===== src/rtl/dfd_pkg.sv =====
`default_nettype none
package dfd_pkg;
   localparam int TableDepth = 1024;
   localparam int AddrW = $clog2(TableDepth);
   localparam int CountW = $clog2(TableDepth + 1);
   localparam int EntryW = 64 + 64 + 32;

   localparam logic [63:0] OffsetA = 64'hcbf29ce484222325;
   localparam logic [63:0] OffsetB = 64'd7809847782465536322;
   localparam logic [63:0] PrimeA = 64'd1099511628211;
   localparam logic [63:0] PrimeB = 64'd14029467366897019727;
   localparam logic [31:0] LenMax = 32'hFFFF_FFFF;

   localparam logic [2:0] CmdContent = 3'd0;
   localparam logic [2:0] CmdCaption = 3'd1;
   localparam logic [2:0] CmdEnd = 3'd2;
   localparam logic [2:0] CmdOutcome = 3'd3;
   localparam logic [2:0] CmdClear = 3'd4;

   typedef struct packed {
      logic load_byte;
      logic count_len;
      logic mul_step;
      logic mix_done;
      logic restart;
      logic capture_pending;
      logic clear_pending;
      logic search_start;
      logic search_step;
      logic commit;
      logic clear_ring;
   } dp_cmd_type;

   typedef struct packed {
      logic mul_last;
      logic search_done;
      logic match;
      logic pending_valid;
      logic [CountW-1:0] entry_count;
   } dp_status_type;
endpackage
`default_nettype wire


===== src/rtl/dfd_ctrl.sv =====
`default_nettype none
module dfd_ctrl
   import dfd_pkg::*;
(
   input  wire logic          clock,
   input  wire logic          reset,
   input  wire logic          req_valid,
   output logic               req_stall,
   input  wire logic [2:0]    req_command,
   input  wire logic          req_delivered,
   input  wire logic          dedup_enable,
   output logic               rsp_valid,
   input  wire logic          rsp_stall,
   output logic               rsp_reply_kind,
   output logic               rsp_is_duplicate,
   output logic               rsp_delivery_ok,
   output logic [10:0]        rsp_stored_entries,
   output dp_cmd_type         cmd,
   input  wire dp_status_type status
);
   localparam logic [2:0] StIdle = 3'd0;
   localparam logic [2:0] StMul = 3'd1;
   localparam logic [2:0] StMix = 3'd2;
   localparam logic [2:0] StSearch = 3'd3;
   localparam logic [2:0] StFinish = 3'd4;
   localparam logic [2:0] StCommit = 3'd5;

   logic [2:0] state_ff, state_in;
   logic       content_ff, content_in;
   logic       deliv_ff, deliv_in;
   logic       rsp_valid_ff, rsp_valid_in;
   logic       kind_ff, kind_in, dup_ff, dup_in, ok_ff, ok_in;
   logic [10:0] cnt_ff, cnt_in;
   logic       accept;

   assign req_stall = (state_ff != StIdle) || (rsp_valid_ff && rsp_stall);
   assign accept = req_valid && !req_stall;

   always_comb begin
      state_in = state_ff;
      content_in = content_ff;
      deliv_in = deliv_ff;
      rsp_valid_in = rsp_valid_ff && rsp_stall;
      kind_in = kind_ff;
      dup_in = dup_ff;
      ok_in = ok_ff;
      cnt_in = cnt_ff;
      cmd = '0;
      unique case (state_ff)
         StIdle: begin
            if (accept) begin
               unique case (req_command) inside
                  CmdContent, CmdCaption: begin
                     cmd.load_byte = 1'b1;
                     content_in = (req_command == CmdContent);
                     state_in = StMul;
                  end
                  CmdEnd: begin
                     if (dedup_enable) begin
                        cmd.search_start = 1'b1;
                        state_in = StSearch;
                     end else begin
                        cmd.clear_pending = 1'b1;
                        cmd.restart = 1'b1;
                        rsp_valid_in = 1'b1;
                        kind_in = 1'b0;
                        dup_in = 1'b0;
                        ok_in = 1'b0;
                        cnt_in = 11'(status.entry_count);
                     end
                  end
                  CmdOutcome: begin
                     deliv_in = req_delivered;
                     state_in = StCommit;
                  end
                  CmdClear: cmd.clear_ring = 1'b1;
                  default: ;
               endcase
            end
         end
         StMul: begin
            cmd.mul_step = 1'b1;
            if (status.mul_last) begin
               state_in = StMix;
            end
         end
         StMix: begin
            cmd.mix_done = 1'b1;
            cmd.count_len = content_ff;
            state_in = StIdle;
         end
         StSearch: begin
            cmd.search_step = 1'b1;
            if (status.search_done) begin
               state_in = StFinish;
            end
         end
         StFinish: begin
            if (status.match) begin
               cmd.clear_pending = 1'b1;
            end else begin
               cmd.capture_pending = 1'b1;
            end
            cmd.restart = 1'b1;
            rsp_valid_in = 1'b1;
            kind_in = 1'b0;
            dup_in = status.match;
            ok_in = 1'b0;
            cnt_in = 11'(status.entry_count);
            state_in = StIdle;
         end
         StCommit: begin
            if (deliv_ff) begin
               cmd.commit = 1'b1;
            end
            cmd.clear_pending = 1'b1;
            rsp_valid_in = 1'b1;
            kind_in = 1'b1;
            dup_in = 1'b0;
            ok_in = deliv_ff;
            cnt_in = 11'(status.entry_count)
               + 11'(deliv_ff && status.pending_valid
                     && status.entry_count != CountW'(TableDepth));
            state_in = StIdle;
         end
         default: state_in = StIdle;
      endcase
   end

   always_ff @(posedge clock) begin
      if (reset) begin
         state_ff <= StIdle;
         rsp_valid_ff <= 1'b0;
      end else begin
         state_ff <= state_in;
         rsp_valid_ff <= rsp_valid_in;
      end
      content_ff <= content_in;
      deliv_ff <= deliv_in;
      kind_ff <= kind_in;
      dup_ff <= dup_in;
      ok_ff <= ok_in;
      cnt_ff <= cnt_in;
   end

   assign rsp_valid = rsp_valid_ff;
   assign rsp_reply_kind = kind_ff;
   assign rsp_is_duplicate = dup_ff;
   assign rsp_delivery_ok = ok_ff;
   assign rsp_stored_entries = cnt_ff;
endmodule
`default_nettype wire

===== config.mk =====
export PLATFORM = sky130hd
export DESIGN_NAME = dfd_ctrl
export DESIGN_NICKNAME = d
export VERILOG_FILES = /design/src/rtl/dfd_pkg.sv /design/src/rtl/dfd_ctrl.sv
export SDC_FILE = /design/constraint.sdc
export NUM_CORES = 1
export LEC_CHECK = 0
export BUFFER_PORTS_ARGS = -buffer_cell sky130_fd_sc_hd__buf_2
export CORE_UTILIZATION = 50
export CTS_CLUSTER_DIAMETER = 30
export CTS_CLUSTER_SIZE = 30
export DETAILED_ROUTE_END_ITERATION = 10
export PLACE_DENSITY_LB_ADDON = 0.25
export SLEW_MARGIN = 40
export SYNTH_ARGS = -nofsm -noshare
export SYNTH_HDL_FRONTEND = slang
export SYNTH_SLANG_ARGS = --single-unit

===== constraint.sdc =====
create_clock -name clock -period 3.4 [get_ports clock]
set_input_delay 0.34 -clock clock [delete_from_list [all_inputs] [get_ports clock]]
set_output_delay 0.34 -clock clock [all_outputs]
set_load 0.05 [all_outputs]

==> impl_results.md <==
- Critical Path RT: 3060 ps
- Fin. max-slew vios: 0
- Status: finished clean
- Worst-case vdd ir drop: 0.252 mV
- Warnings, synthesis: 0
- DRC viols: 0
- Post-synthesis async set-or-reset flop share: 0
- Mean post-synth cell area: 11.0 um^2
- Iteration-0 DRC Markers: 35
- Global-route usage over all layers: 0.221
- Post-synthesis net count: 130
- Max Fclk: 453 MHz
- Seq cells post-synth: 20
- DR pass1 iterations: 4
- IO Port Bufs: 50
- Tcrit/Tclk final: 0.649
- Wirelength, routed: 2450 um
- Period minus WS final: approximately 2200 ps
- Layout cells sized above 1: 0.406
- # setup viols final: 0
- CTS buffer count: 3
- Root buffer cell: clkbuf_4
- Number of setup buffers added after CTS: 0
- Post-synth EDFFs: 16
- Setup TNS: 0 ps
- # rows: 16
- Sequential area share after synthesis: 0.491
- Area of the core: between 2000 and 2500 um^2
- Skew final: roughly 13 ps
- Reg2Reg Depth: 4
- Avg Vias per Cell: about 5.6
- Max-Cap Viols: 0
- Crit path arrival time: ~1900 ps
- Antenna-violating nets left: 0
- Max stage delay on crit path: around 430 ps
- Final hold violations: 0
- Prevailing post-synth register cell: edfxtp_1
- Most common cell after layout, fill and taps aside: buf_2
- Number of diodes: 0
- Placer Congestion: roughly 0.85
- CTS Buffer Depth: 2
- Initial antenna violation count: 0
- Crit-path cells: nor3_4 > nand3_1 > nor3_1 > buf_2
- Mapped Cells: about 100
- H-Tree Level Count: 1
- NumNets Final: ~180
- Post-synthesis cell area: around 1100 um^2
- Clock latency at the later pin of the worst-skew pair: 290 ps
- Setup CP Type: register to output pin
- Vias in the first global route: 1020
- # IOs: 51
- WHS Path Cells: 1
- Chip Width: about 50 um
- Lkg Pwr: around 0.62 nW
- Filler cell count: approximately 160
- Die area: approximately 2500 um^2
- Worst setup EP type: output pin
- Min-delay worst type: input port to register
- Area Overhead vs Synth: 26.0%
- Dpl cells: ~180
- First-pass GRT wire length: roughly 4200 um
- Critical-path top delay cell: dfxtp_1
- Pin count of the biggest net entering global routing: 12
- Critical path peak fanout: 11
- Highest-count cells in the layout ignoring fill and taps: 50 x buf_2, 16 x edfxtp_1, 12 x nand2_1, 6 x nor3_1, 6 x xnor2_1
- Worst-Margin Slew: 471 ps
- Fin cells: between 150 and 200
- Via count: 1021
- Pwr Density: approximately 370 nW/um^2
- Netlist cell types: 38
- Grt total ovfl: 0
- RSZ-0062 raised after global routing: no
- DP HPWL: approximately 1900 um
- Routed wire length per instance: around 13 um
- Relative slew slack: 0.686
- CTS Sinks: 20
- Clock tree from TritonCTS: yes
- CTS Hold Bufs: 0
- Startpoint Class: register
- Initial core utilization: 0.553
- CTS clk-pin slew, worst paths: 120 ps
- Post-CTS Resized: 0
- Chip Height: roughly 50 um
## layout make-up
class | count | area [um^2] | area share
clock buffer | 4 | 26.3 | 0.0183
inverter | 3 | 11.3 | 0.00783
multi-input combinational | 77 | 548 | 0.381
sequential | 20 | 561 | 0.390
tap | 27 | 33.8 | 0.0235
timing repair buffer | 51 | 258 | 0.179
## cell usage after synthesis, types with 3 or more instances
| cell type | instances | share of area |
|---|---|---|
| xnor2_1 | 6 | 0.046 |
| nor3_1 | 6 | 0.026 |
| a31oi_1 | 4 | 0.022 |
| inv_1 | 3 | 0.0099 |
| nand4_1 | 4 | 0.022 |
| dfxtp_1 | 4 | 0.070 |
| nor2_1 | 4 | 0.013 |
| xor2_1 | 3 | 0.023 |
| nand2_1 | 12 | 0.039 |
| edfxtp_1 | 16 | 0.42 |
| and2_1 | 4 | 0.022 |
| nor4_1 | 3 | 0.016 |
## sequential cells by signal (all words and copies together), names as in the netlist
name	count
rsp_is_duplicate	1
rsp_stored_entries	11
content_ff	1
deliv_ff	1
state_ff	3
rsp_delivery_ok	1
rsp_reply_kind	1
rsp_valid	1
## routing by layer
metal / vias to the layer above / GRT usage / share of wire
met5: - / 0 / 0
met3: 4 / 0.0401 / 0.065
met4: 0 / 0.105 / 0.012
li1: 496 / - / -
met2: 58 / 0.401 / 0.51
met1: 463 / 0.247 / 0.42
## worst max-delay path: cells and delay by family, from the launching register on
kind	cells	cell delay [ps]
DFF	1	430
and+or+nand+nor	3	840
buffers and inverters	1	320
## worst paths after layout
path         slack [ps]              end     startpoint
min reg2reg         610        rsp_valid      rsp_valid
min                 220         deliv_ff  req_delivered
max reg2reg        1560  rsp_delivery_ok    state_ff[0]
max                1190          cmd[10]    state_ff[0]
## stage by stage
step	hold slack (ps)	cell area, um^2	utilization	worst slack (ps)	total power, mW
final	216	1440	0.697	1190	0.530
after global routing	200	1440	0.697	1080	0.553
after CTS	208	1430	0.695	1200	0.533
after detailed placement	526	1410	0.683	1330	0.420
after global placement	525	1410	0.683	1370	0.417
after floorplan	409	1140	-	693	0.378
## cell families (layout without fill, tap and decap cells)
| group | after synthesis | count (layout) | share of synthesized area |
|---|---|---|---|
| AND/OR/NAND/NOR | 52 | 52 | 0.296 |
| XOR/XNOR | 9 | 9 | 0.0691 |
| buffers and inverters | 7 | 58 | 0.0318 |
| flip-flops | 20 | 20 | 0.491 |
| AO/OA/AOI/OAI | 11 | 11 | 0.0614 |
| adder cells (fa/ha/maj) | 2 | 2 | 0.0219 |
| multiplexers | 3 | 3 | 0.0285 |
## where the power goes
group	leakage (nW)	total [mW]	switching [mW]	internal, mW
Clock	0.0150	0.113	0.0679	0.0455
Sequential	0.177	0.281	0.00829	0.273
Combinational	0.428	0.135	0.0928	0.0422
Total	0.620	0.530	0.169	0.361
No activity file was read; power rests on OpenSTA's default activity.
